## config.mk

```make
export PLATFORM = sky130hd
export DESIGN_NAME = kwg_div_cell
export DESIGN_NICKNAME = d
export VERILOG_FILES = /design/src/rtl/kwg_pkg.sv /design/src/rtl/kwg_div_cell.sv
export SDC_FILE = /design/constraint.sdc
export NUM_CORES = 1
export LEC_CHECK = 0
export BUFFER_PORTS_ARGS = -buffer_cell sky130_fd_sc_hd__buf_2
export CAP_MARGIN = 20
export CORE_ASPECT_RATIO = 0.6
export CORE_MARGIN = 4
export CORE_UTILIZATION = 43
export CTS_CLUSTER_DIAMETER = 40
export DETAILED_ROUTE_END_ITERATION = 8
export GPL_TIMING_DRIVEN = 0
export PLACE_DENSITY = 0.83
export SLEW_MARGIN = 0
export SYNTH_ARGS = -nofsm -noshare
export SYNTH_HDL_FRONTEND = slang
export SYNTH_SLANG_ARGS = --single-unit
export TNS_END_PERCENT = 30
```

## constraint.sdc

```tcl
create_clock -name clk -period 2.9 [get_ports clk]
set_clock_uncertainty 0.15 [all_clocks]
set_input_delay 0.145 -clock clk [delete_from_list [all_inputs] [get_ports clk]]
set_output_delay 0.145 -clock clk [all_outputs]
set_load 0.1 [all_outputs]
```

## src/rtl/kwg_pkg.sv

```systemverilog
// Shared types and constants for the Kaiser window coefficient generator.
package kwg_pkg;

  localparam int LEN_W   = 13;
  localparam int BETA_W  = 16;
  localparam int IDX_W   = 12;
  localparam int VAL_W   = 16;
  localparam int CFG_W   = 16;
  localparam int CFG_IDX_W = 1;

  localparam int MAX_LENGTH = 4096;
  localparam int N_SERIES_TERMS = 40;
  localparam int LEN_CAP_I  = (MAX_LENGTH > 8191) ? 8191 : MAX_LENGTH;
  localparam logic [LEN_W-1:0]  LEN_CAP  = LEN_W'(LEN_CAP_I);
  localparam logic [BETA_W-1:0] BETA_MAX = 16'd49152;
  localparam logic [LEN_W-1:0]  LEN_RESET  = 13'd1025;
  localparam logic [BETA_W-1:0] BETA_RESET = 16'd20480;

  localparam int A_W    = 30;
  localparam int T_W    = 22;
  localparam int TERM_W = 63;
  localparam int DD_W   = 26;
  localparam int PROD_W = 56;
  localparam logic [A_W-1:0] PI2_Q28 = 30'd662337939;
  localparam logic [TERM_W-1:0] ONE_Q12 = 63'd4096;
  localparam logic [VAL_W-1:0] ONE_Q15 = 16'd32768;

  localparam int DIV_W = 80;
  localparam int REM_W = 64;

  localparam logic [CFG_IDX_W-1:0] CFG_LENGTH = 1'b0;
  localparam logic [CFG_IDX_W-1:0] CFG_BETA   = 1'b1;

  typedef enum logic [1:0] {
    TAG_TN    = 2'd0,
    TAG_NUM   = 2'd1,
    TAG_DEN   = 2'd2,
    TAG_RATIO = 2'd3
  } tag_t;

  typedef struct packed {
    logic             valid;
    tag_t             tag;
    logic [REM_W-1:0] rem;
    logic [DIV_W-1:0] dq;
    logic [REM_W-1:0] dvs;
  } div_beat_t;

endpackage

```

## src/rtl/kwg_div_cell.sv

```systemverilog
// One restoring division step: fixes one quotient bit and hands the beat on.
module kwg_div_cell (
  input  logic               clk,
  input  logic               rst,
  input  kwg_pkg::div_beat_t beat_in,
  output kwg_pkg::div_beat_t beat_out
);
  import kwg_pkg::*;

  logic [REM_W-1:0] sh;
  logic [REM_W-1:0] diff;
  logic             ge;

  assign sh   = {beat_in.rem[REM_W-2:0], beat_in.dq[DIV_W-1]};
  assign ge   = (sh >= beat_in.dvs);
  assign diff = sh - beat_in.dvs;

  always_ff @(posedge clk) begin
    if (rst) begin
      beat_out.valid <= 1'b0;
    end else begin
      beat_out.valid <= beat_in.valid;
    end
    beat_out.tag <= beat_in.tag;
    beat_out.rem <= ge ? diff : sh;
    beat_out.dq  <= {beat_in.dq[DIV_W-2:0], ge};
    beat_out.dvs <= beat_in.dvs;
  end

endmodule

```

# After elaboration in Yosys (flattened, before gate mapping)
# Cells that the tools add are included.
# Widths: inputs -> output; s select.
# classes
n_addsub	1
magnitude_cmp	1
muxes	1
# ops
operator	count
$ge 64x64->1	1
$mux 64	1
$sub 64x64->64	1
# word_totals
reg_bits	211
inputBits	213
out_inout_bits	211
elab_cells	8

# Logic depth before layout (Yosys ltp)
# Gate-level depths: netlist of the first run.
# depth
word_depth	2
depth_mapped	15
ltp_nobuf	13

# Worst setup path after synthesis of the first run
# Ideal clock, no wire load.
# synth_timing
path_type	input-to-reg
start	input port beat_in[4] in the netlist's numbering
end	register beat_out[205] in the netlist's numbering
setup_ps	91
t_arrival_ps	2686
required_ps	2659
slack_ps	-27
stages	11
path_buffers	0
cell_sequence	inv_1 > ha_1 > a21o_1 > o311ai_4 > a21oi_2 > or3_4 > a21oi_4 > and4bb_1 > o211ai_1 > mux2_2 > a311oi_1
# synth_between
elab_chain_cells	2
word_cells_on_any_way	3
cone_classes	add/sub (1); order compare (1); mux (1)
# synth_rtl
element	line_no	source
start, declared	kwg_div_cell.sv:5	input kwg_pkg::div_beat_t beat_in,
$sub 64x64->64 / $ge 64x64->1 (equally long branches)	kwg_div_cell.sv:16, kwg_div_cell.sv:15	
$mux 64 (*)	kwg_div_cell.sv:25	beat_out.rem <= ge ? diff : sh;
end, declared	kwg_div_cell.sv:6	output kwg_pkg::div_beat_t beat_out
# Mark *: on every way between the ends. The rest lies on a longest branch, timed or not.
# A chain may end at the register's enable or synchronous reset.

# Final worst setup path of the first run
# layout_timing
start	input port beat_in[4] in the netlist's numbering
end	register beat_out[202] in the netlist's numbering
# Same word-level chain as after synthesis.

==> metrics.yaml, run 1 <==
synth-async-reset-ratio_pct: 0
synth_warnings: 0
hp-start: "beat_in[0]"
area_delta_synth_final_pct: 61.60
crit_type: "in2reg"
dp_hpwl_um: 28060
synthAdderAreaFrac_pct: 8.847
cp.arrival_ns: 3.14
coreArea_mm2: 0.02108
crit_fanout: 4
synth_nets: 1296
yosys.area_share.simple_pct: 14.74
vias: 10470
gr-total-overflow: 0
wl_met1_um: 16360
critPathLaunchType: "input port"
finalSetupTns_ns: 0
drv_slew: 0
antenna_found_initial: 16
cts_inserted_buffers: 26
synthFlopType: "dfxtp_1"
die-area_mm2: 0.02407
crit_path_end_kind: "flop"
layout_commonest_cell: "buf_2"
ant_nets: 0
synth_top_family_by_area: "compound AO/OA/AOI/OAI gates"
multi_input_area_mm2: 0.004730
wl_met2_um: 17860
p_total_mw: 10.53
wl_met3_um: 3949
leakagePower_nw: 7.281
cts-root-buf: "clkbuf_16"
grt_max_degree: 16
vias_per_cell: 5.257
grt_use_total_pct: 31.16
drt_iter0_drc: 896
routedWlPerCell_um: 20.04
drc_errors: 0
drive_above_1_share_pct: 33.47
cp.required_ns: 3.16
synth.ff_latch_count: 211
status: "finished with violations"
cts.sinks: 211
num-fill-cells: 1551
setup_viol: 0
die_y_um: 121.8
start_util_pct: 44.00
syn_avg_cell_area_um2: 9.114
cts_max_path_buffers: 3
place_ws_ns: -0.7412
slew_headroom_pct: 52.93
irDropWorstVdd_uv: 689.4
fin_crit_ns: 2.884
hold_path.class: "in2reg"
synth_cell_type_count: 81
clk_pin_slew_worst_paths_ns: 0.05
row_count: 41
pwr_density_cell_mw_per_mm2: 702.6
grt_pass1_wl_um: 58820
ioPinCount: 424
violations: "hold timing"
synth-edff-count: 0
holdWs_ns: -0.3941
regMostFlops: "beat_out"
drt_wl_total_um: 39910
holdPathStages: 1
fin_nets: 1964
dp_cells: 1719
reg.largest.list: "beat_out (211)"
worstHoldEndpoint: "beat_out[0]"
synth_seq_area_share_pct: 45.53
clock.fmax_mhz: 346.7
fin_cells: 1992
synthCells: 1018
maxCapViolCount: 0
largest_reg_flops: 211
mostFrequentLayoutCells: "buf_2, dfxtp_1, dlygate4sd3_1, nand2_1, a21oi_1"
cts.htree.levels: 1
dieWidth_um: 197.6
synthMuxAreaShare_pct: 0.4585
syn-cell-area_mm2: 0.009278
maxUsedRoutingLayer: "met5"
register_area_mm2: 0.004224
fin_ws_ns: 0.01600
port_buffers: 422
dr.pass1.iters: 6
globalplace.congestion: 0.9337
min_period_over_period_pct: 99.45
cts_tree: "yes"
rsz0062_at_grt: "yes"
grt_pass1_vias: 10310
hold_viol: 5
worstMarginPinSlew_ns: 0.6995
yosys.area_share.xor_xnor_pct: 5.287
synth_compound_area_share_pct: 19.93
## layout make-up
class / count / area share, %
diodes: 7 / 0.1168
plain buffers: 40 / 1.410
clock buffers: 33 / 4.715
clock inverters: 15 / 1.210
inverters: 79 / 1.978
multi-input cells: 687 / 31.54
flip-flops and latches: 211 / 28.17
well taps: 279 / 2.328
repair buffers: 641 / 28.52
## per-layer routing
layer,global-route usage [%],vias to the layer above
met5,0,-
met4,11.31,16
met3,9.259,135
met2,50.64,615
met1,39.68,4836
li1,-,4869
## critical path, cell delays in order
cell and delay, ns:
buf_2 0.11, inv_1 0.11, ha_4 0.24, a21o_1 0.24
a21oi_1 0.40, a2111oi_2 0.14, a221oi_1 0.47, nand3_2 0.22
a31oi_4 0.36, o2111ai_2 0.17, a31oi_1 0.29, xor2_1 0.17
a21oi_1 0.08
## worst max-delay path by stage
stage,slack [ns],to,depth (start not counted),from
after CTS,0.004,beat_out[198],15,beat_in[0]
after global placement,-0.67,beat_out[205],13,beat_in[8]
after global routing,-0.05,beat_out[198],16,beat_in[143]
final,0.02,beat_out[202],13,beat_in[4]
after floorplan,0.01,beat_out[205],12,beat_in[2]
after detailed placement,-0.74,beat_out[205],13,beat_in[8]
## report_power, final
group          switching (mW)  internal [mW]
combinational            3.04          0.966
clock                    1.35           1.94
sequential             0.0704           3.16
## cell usage after synthesis, types with 3 or more instances
cell / number / share of area [%]
buf_2: 21 / 1.1
nor3_1: 13 / 0.70
nand2_1: 112 / 4.5
nand2b_1: 10 / 0.67
dfxtp_1: 211 / 46
a41oi_1: 3 / 0.28
a21o_1: 21 / 1.7
a21oi_2: 4 / 0.38
xor2_1: 27 / 2.5
inv_1: 79 / 3.2
o31ai_1: 6 / 0.49
and2_1: 7 / 0.47
nor2b_1: 3 / 0.20
a31oi_1: 6 / 0.40
nand4_1: 16 / 1.1
or3_1: 4 / 0.27
a21oi_1: 87 / 4.7
o21a_1: 10 / 0.81
clkbuf_1: 17 / 0.69
o21ai_0: 85 / 4.6
o21bai_1: 12 / 0.97
nor3_2: 3 / 0.32
and3_1: 8 / 0.54
nor2_1: 69 / 2.8
xnor2_1: 29 / 2.7
o211ai_1: 4 / 0.32
ha_1: 64 / 8.6
nor4_1: 5 / 0.34
nand3_1: 16 / 0.86
## cells by family (layout without fill, tap and decap cells)
family                     after synthesis  count (layout)
AOI/OAI and AO/OA                      279             279
xor gates and xnor gates                56              56
adders and majority gates               65              65
buffers and inverters                  120             808
DFF                                    211             211
muxes                                    4               4
other                                    0               7
and+or+nand+nor                        283             283
## stage by stage
stage	hold WS, ns	util [%]	instance area [um^2]
after global routing	-0.4063	71.11	14990
after detailed placement	0.09858	55.79	11760
after global placement	0.09739	55.79	11760
after floorplan	0.02272	-	9303
final	-0.3941	71.11	14990
after CTS	-0.4164	69.68	14690
## repair_timing
| item | CTS | global route |
|---|---|---|
| hold endpoints to repair | 210 | 12 |
| pin swaps | 1 | 19 |
| buffers inserted | 0 | 12 |
| setup endpoints to repair | 35 | 63 |
| hold buffers | 199 | 8 |
| gates resized for setup | 9 | 44 |
(Power assumes the default switching activity.)
==> inputs of run 2 (changes only) <==
--- a/config.mk
+++ b/config.mk
@@ -7,12 +7,15 @@
 export LEC_CHECK = 0
 export BUFFER_PORTS_ARGS = -buffer_cell sky130_fd_sc_hd__buf_2
 export CAP_MARGIN = 20
+export CELL_PAD_IN_SITES_DETAIL_PLACEMENT = 1
+export CELL_PAD_IN_SITES_GLOBAL_PLACEMENT = 1
 export CORE_ASPECT_RATIO = 0.6
 export CORE_MARGIN = 4
-export CORE_UTILIZATION = 43
+export CORE_UTILIZATION = 31
 export CTS_CLUSTER_DIAMETER = 40
 export DETAILED_ROUTE_END_ITERATION = 8
 export GPL_TIMING_DRIVEN = 0
+export HOLD_SLACK_MARGIN = 0.02
 export PLACE_DENSITY = 0.83
 export SLEW_MARGIN = 0
 export SYNTH_ARGS = -nofsm -noshare
==> run 2 against run 1 <==
Compared with the run above:
- the run ends with hold timing, setup timing left
- fmax down 3.8%
- combinational power up 6.2%
- critical path depth rose by 2
- largest power group unchanged
- power grew 4.9%
- clock-buffer cell count up 1
- die area grew 36%
- non-clock buffer count up 1
- sequential share of layout area decreased by 0.63 points
- global-route usage fell by 2.5 points
- first-iteration DRC count grew 7.3%
==> metrics.yaml, run 2 (same netlist as run 1, synthesis figures left out) <==
status: "finished with violations"
violations: "hold timing, setup timing"
critPathLaunchType: "input port"
slew_headroom_pct: 55.38  # +2.4 points
dp_hpwl_um: 32960  # +17%
row_count: 48  # +17%
vias: 11090  # +5.9%
ant_nets: 0  # unchanged
crit_path_end_kind: "flop"
crit_type: "in2reg"
dr.pass1.iters: 5  # -1
vias_per_cell: 5.235  # -0.40%
hold_path.class: "in2reg"
clock.fmax_mhz: 333.6  # -3.8%
largest_reg_flops: 211  # unchanged
crit_fanout: 5  # +1
regMostFlops: "beat_out"
die_y_um: 142  # +17%
layout_commonest_cell: "buf_2"
min_period_over_period_pct: 103.4  # +3.9 points
cpMaxStageDelayCell: "or3_4"
port_buffers: 422  # unchanged
cts_inserted_buffers: 28  # +7.7%
globalplace.congestion: 0.8932  # -4.3%
grt_pass1_wl_um: 72480  # +23%
crit_buf_inv: 4  # +2
cts_tree: "yes"
mostFrequentLayoutCells: "buf_2, dfxtp_1, dlygate4sd3_1, nand2_1, o21ai_0"
cts.sinks: 211  # unchanged
pwr_density_cell_mw_per_mm2: 720.8  # +2.6%
drv_slew: 0  # unchanged
cts_max_path_buffers: 3  # unchanged
fin_crit_ns: 2.998  # +0.1137 ns
hp-start: "beat_in[0]"
hold_viol: 9  # +4
grt_pass1_vias: 11420  # +11%
critPathTopFamily: "compound AO/OA/AOI/OAI gates"
cts-root-buf: "clkbuf_16"
cp-startpoint: "beat_in[2]"
fin_nets: 1967  # +0.15%
drt_wl_total_um: 54840  # +37%
antenna_found_initial: 14  # -2
cp_cell_sequence: "buf_2, inv_1, ha_2, nor2_2, a211oi_4, o311ai_4, a21oi_4, or3_4, a21oi_4, buf_4, o41ai_4, buf_4, a221oi_4, nor4b_1, o31ai_1"
grt_max_degree: 16  # unchanged
setup_viol: 6  # +6
die-area_mm2: 0.03285  # +36%
num-fill-cells: 3481  # +120%
finalSetupTns_ns: -0.3621  # -0.3621 ns
drive_above_1_share_pct: 34.60  # +1.1 points
grt_use_total_pct: 28.69  # -2.5 points
cts.htree.levels: 1  # unchanged
fin_ws_ns: -0.09771  # -0.1137 ns
place_ws_ns: -0.9744  # -0.2332 ns
routedWlPerCell_um: 25.88  # +29%
reg.largest.list: "beat_out (211)"
drc_errors: 0  # unchanged
cp.required_ns: 3.22  # +0.06 ns
leakagePower_nw: 7.352  # +0.97%
cp.arrival_ns: 3.31  # +0.17 ns
dieWidth_um: 231.3  # +17%
slowest_delay_ns: 0.45  # -0.02 ns
ioPinCount: 424  # unchanged
area_delta_synth_final_pct: 65.33
irDropWorstVdd_uv: 385.9  # -44%
holdWs_ns: -0.4228  # -0.02878 ns
start_util_pct: 31.85  # -12 points
worstMarginPinSlew_ns: 0.6632  # -0.03634 ns
maxCapViolCount: 0  # unchanged
clk_pin_slew_worst_paths_ns: 0.08  # +0.03 ns
gr-total-overflow: 0  # unchanged
coreArea_mm2: 0.02913  # +38%
drt_iter0_drc: 961  # +7.3%
run 2: per-stage QoR:
step	cell area, um^2	power, mW	utilization [%]	cells
2_1_floorplan	9303	6.166	-	1018
3_3_place_gp	11920	6.940	40.91	1840
3_5_place_dp	11920	7.011	40.91	1840
4_1_cts	14810	10.70	50.84	2083
5_1_grt	15330	11.41	52.63	2116
6_report	15340	11.06	52.66	2119
run 2: path summary, 6_finish.rpt:
| kind | to | slack, ns | cells after the start |
|---|---|---|---|
| worst max-delay path | beat_out[201] | -0.1 | 15 |
| worst min-delay path | beat_out[0] | -0.42 | 1 |
run 2: layer usage:
metal	GRT usage [%]	up-vias	part of all wire, %
met4	10.18	22	5.4
li1	-	4879	-
met5	0	-	0.29
met3	7.620	190	8.7
met2	49.88	583	47
met1	34.53	5420	38
run 2: final cells by class:
| cell class | count | area (um^2) | area share [%] |
|---|---|---|---|
| diodes | 8 | 20.02 | 0.1305 |
| plain buffers | 39 | 224.0 | 1.460 |
| clock buffers | 34 | 743.2 | 4.845 |
| clock inverters | 18 | 192.7 | 1.256 |
| inverters | 79 | 296.5 | 1.933 |
| multi-input cells | 687 | 4853 | 31.64 |
| flip-flops and latches | 211 | 4224 | 27.54 |
| well taps | 400 | 500.5 | 3.263 |
| repair buffers | 643 | 4284 | 27.93 |
run 2: report_power, final:
| part | leakage [nW] | total [mW] | switching (mW) | internal [mW] |
|---|---|---|---|---|
| logic | 5.11 | 4.26 | 3.26 | 0.999 |
| registers | 1.78 | 3.25 | 0.0892 | 3.16 |
| clock network | 0.459 | 3.54 | 1.63 | 1.92 |
run 2: repair_timing:
action | CTS | global route
buffers inserted | 2 | 14
pin swaps | 2 | 19
hold endpoints to repair | 210 | 23
hold buffers | 189 | 16
setup endpoints to repair | 60 | 65
resized for setup | 16 | 61
==> inputs of run 3 (changes only) <==
--- a/config.mk
+++ b/config.mk
@@ -17,6 +17,7 @@
 export GPL_TIMING_DRIVEN = 0
 export HOLD_SLACK_MARGIN = 0.02
 export PLACE_DENSITY = 0.83
+export REMOVE_ABC_BUFFERS = 1
 export SLEW_MARGIN = 0
 export SYNTH_ARGS = -nofsm -noshare
 export SYNTH_HDL_FRONTEND = slang
==> constraint.sdc (replaced) <==
create_clock -name clk -period 2.9 [get_ports clk]
set_clock_uncertainty 0.15 [all_clocks]
set_input_delay 0.145 -clock clk [delete_from_list [all_inputs] [get_ports clk]]
set_output_delay 0.145 -clock clk [all_outputs]
set_load 0.02 [all_outputs]
==> run 3 against run 2 <==
Compared with the run above:
- the run still ends with hold timing, setup timing left
- largest cell class unchanged
- final area is 0.12% lower
- global-route usage is 1.4 points lower
- non-clock buffer count is 33 lower
==> metrics.yaml, run 3 (same netlist as run 1, synthesis figures left out) <==
pwr-share-comb_pct: 27.9  # -11 points
cts_inserted_buffers: 29  # +3.6%
setup_viol: 2  # -4
grt_util_met3_pct: 7.840  # +0.22 points
drv_slew: 0  # unchanged
dr.pass1.iters: 5  # unchanged
grt_use_total_pct: 27.29  # -1.4 points
cp_cell_sequence: "buf_2, inv_2, ha_2, fa_2, nor2b_2, o2111ai_4, a21oi_2, nor3_2, nor4b_2, o21bai_2, a22o_4, buf_16, clkinvlp_4, buf_16, nor2_1, a311oi_2"
busiest_layer: "met2"
vias: 10820  # -2.5%
critPathLaunchType: "input port"
cpMaxStageDelayCell: "fa_2"
maxCapViolCount: 0  # unchanged
cpMostUsedCell: "buf_16"
row_count: 48  # unchanged
worstMarginPinSlew_ns: 0.7095  # +0.04626 ns
slowest_delay_ns: 0.38  # -0.07 ns
clock.fmax_mhz: 335.8  # +0.67%
holdWs_ns: -0.4219  # +0.0009000 ns
area_delta_synth_final_pct: 65.12
drt_wl_total_um: 50260  # -8.3%
slew_headroom_pct: 52.20  # -3.2 points
dp_cells: 1801  # -2.1%
drive_above_1_share_pct: 34.84  # +0.24 points
crit_fanout: 37  # +32
crit_type: "in2reg"
cts-root-buf: "clkbuf_16"
cp.arrival_ns: 3.28  # -0.03 ns
dieWidth_um: 231.3  # unchanged
grt_max_degree: 38  # +22
ant_nets: 0  # unchanged
die-area_mm2: 0.03285  # unchanged
fin_crit_ns: 2.978  # -0.01983 ns
grt_pass1_vias: 11310  # -0.92%
cts.htree.levels: 1  # unchanged
die_y_um: 142  # unchanged
port_buffers: 422  # unchanged
fin_nets: 1936  # -1.6%
hold_viol: 8  # -1
cts_tree: "yes"
layout_commonest_cell: "buf_2"
cp.required_ns: 3.20  # -0.02 ns
drt_iter0_drc: 1042  # +8.4%
p_clk_share_pct: 37.9  # +5.8 points
use_met1_pct: 34.08  # -0.45 points
regMostFlops: "beat_out"
pwr_density_cell_mw_per_mm2: 618.7  # -14%
clk_pin_slew_worst_paths_ns: 0.07  # about the same
seq_power_share_pct: 34.2  # +4.8 points
fin_ws_ns: -0.07788  # +0.01983 ns
violations: "hold timing, setup timing"
cts.sinks: 211  # unchanged
cts_max_path_buffers: 3  # unchanged
coreArea_mm2: 0.02913  # unchanged
status: "finished with violations"
critPathTopFamily: "compound AO/OA/AOI/OAI gates"
ioPinCount: 424  # unchanged
vias_per_cell: 5.180  # -1.1%
place_ws_ns: -1.221  # -0.2463 ns
p_total_mw: 9.479  # -14%
largest_reg_flops: 211  # unchanged
intPower_mw: 6.238  # +2.7%
drc_errors: 0  # unchanged
leakagePower_nw: 7.240  # -1.5%
start_util_pct: 31.85  # unchanged
dp_hpwl_um: 31600  # -4.1%
crit_path_end_kind: "flop"
routedWlPerCell_um: 24.07  # -7.0%
gr-total-overflow: 0  # unchanged
fin_cells: 2088  # -1.5%
min_period_over_period_pct: 102.7  # -0.68 points
irDropWorstVdd_uv: 449.9  # +17%
sw_frac_of_total_pct: 34.19  # -11 points
rsz0062_at_grt: "yes"
crit_buf_inv: 5  # +1
antenna_found_initial: 18  # +4
hold_path.class: "in2reg"
reg.largest.list: "beat_out (211)"
mostFrequentLayoutCells: "buf_2, dfxtp_1, dlygate4sd3_1, nand2_1, o21ai_0"
met2_usage_pct: 45.27  # -4.6 points
p_switching_mw: 3.241  # -35%
globalplace.congestion: 0.9556  # +7.0%
grt_pass1_wl_um: 69760  # -3.8%
## run 3: changes by cell type in the layout (fill, tap and decap cells not counted), sizes merged
cell / delta
inv: -4
buf: -21
clkbuf: -16
a22o: +1
clkinv: -1
bufinv: +1
dlygate4sd3: +5
clkinvlp: +3
diode: +1
## run 3: metrics by stage
| stage | setup TNS [ns] | util, % | area, um^2 |
|---|---|---|---|
| after floorplan | -74.25 | - | 9091 |
| after global placement | -191.31 | 40.18 | 11700 |
| after detailed placement | -38.22 | 40.40 | 11770 |
| after CTS | -0.09462 | 50.73 | 14780 |
| after global routing | -0.6611 | 52.59 | 15320 |
| final | -0.09444 | 52.59 | 15320 |
## run 3: worst paths after layout
| kind | start | endpoint | slack (ns) | depth (start not counted) |
|---|---|---|---|---|
| max | beat_in[143] | beat_out[205] | -0.08 | 16 |
| min | beat_in[0] | beat_out[0] | -0.42 | 1 |
## run 3: power by group through the flow
stage | sequential, mW | combinational, mW | clock, mW
finish | 3.24 | 2.65 | 3.59
global route | 3.26 | 2.80 | 3.78
CTS | 3.23 | 2.41 | 3.62
detailed placement | 3.29 | 2.13 | 0
global placement | 3.28 | 2.05 | 0
floorplan | 3.63 | 0.937 | 0
## run 3: what timing repair did
action                                  CTS  global route
buffers inserted                          4            10
gates cloned                              2             0
hold buffers                            192            18
gates resized for setup                  11            68
endpoints found under the setup margin   18            49
pin swaps                                 5            19
hold endpoints to repair                210            24
## run 3: final cells by class
| type | count | area, um^2 |
|---|---|---|
| antenna | 9 | 22.52 |
| clock buffer | 35 | 778.2 |
| clock inverter | 17 | 193.9 |
| fill | 3411 | 13810 |
| inverter | 79 | 300.3 |
| multi-input combinational | 688 | 4896 |
| sequential | 211 | 4224 |
| tap | 400 | 500.5 |
| timing repair buffer | 649 | 4404 |
## run 3: routing by layer
layer	wire, um	vias up
met2	23340	563
met1	19780	5209
met5	99	-
met3	4417	198
li1	-	4828
met4	2631	18
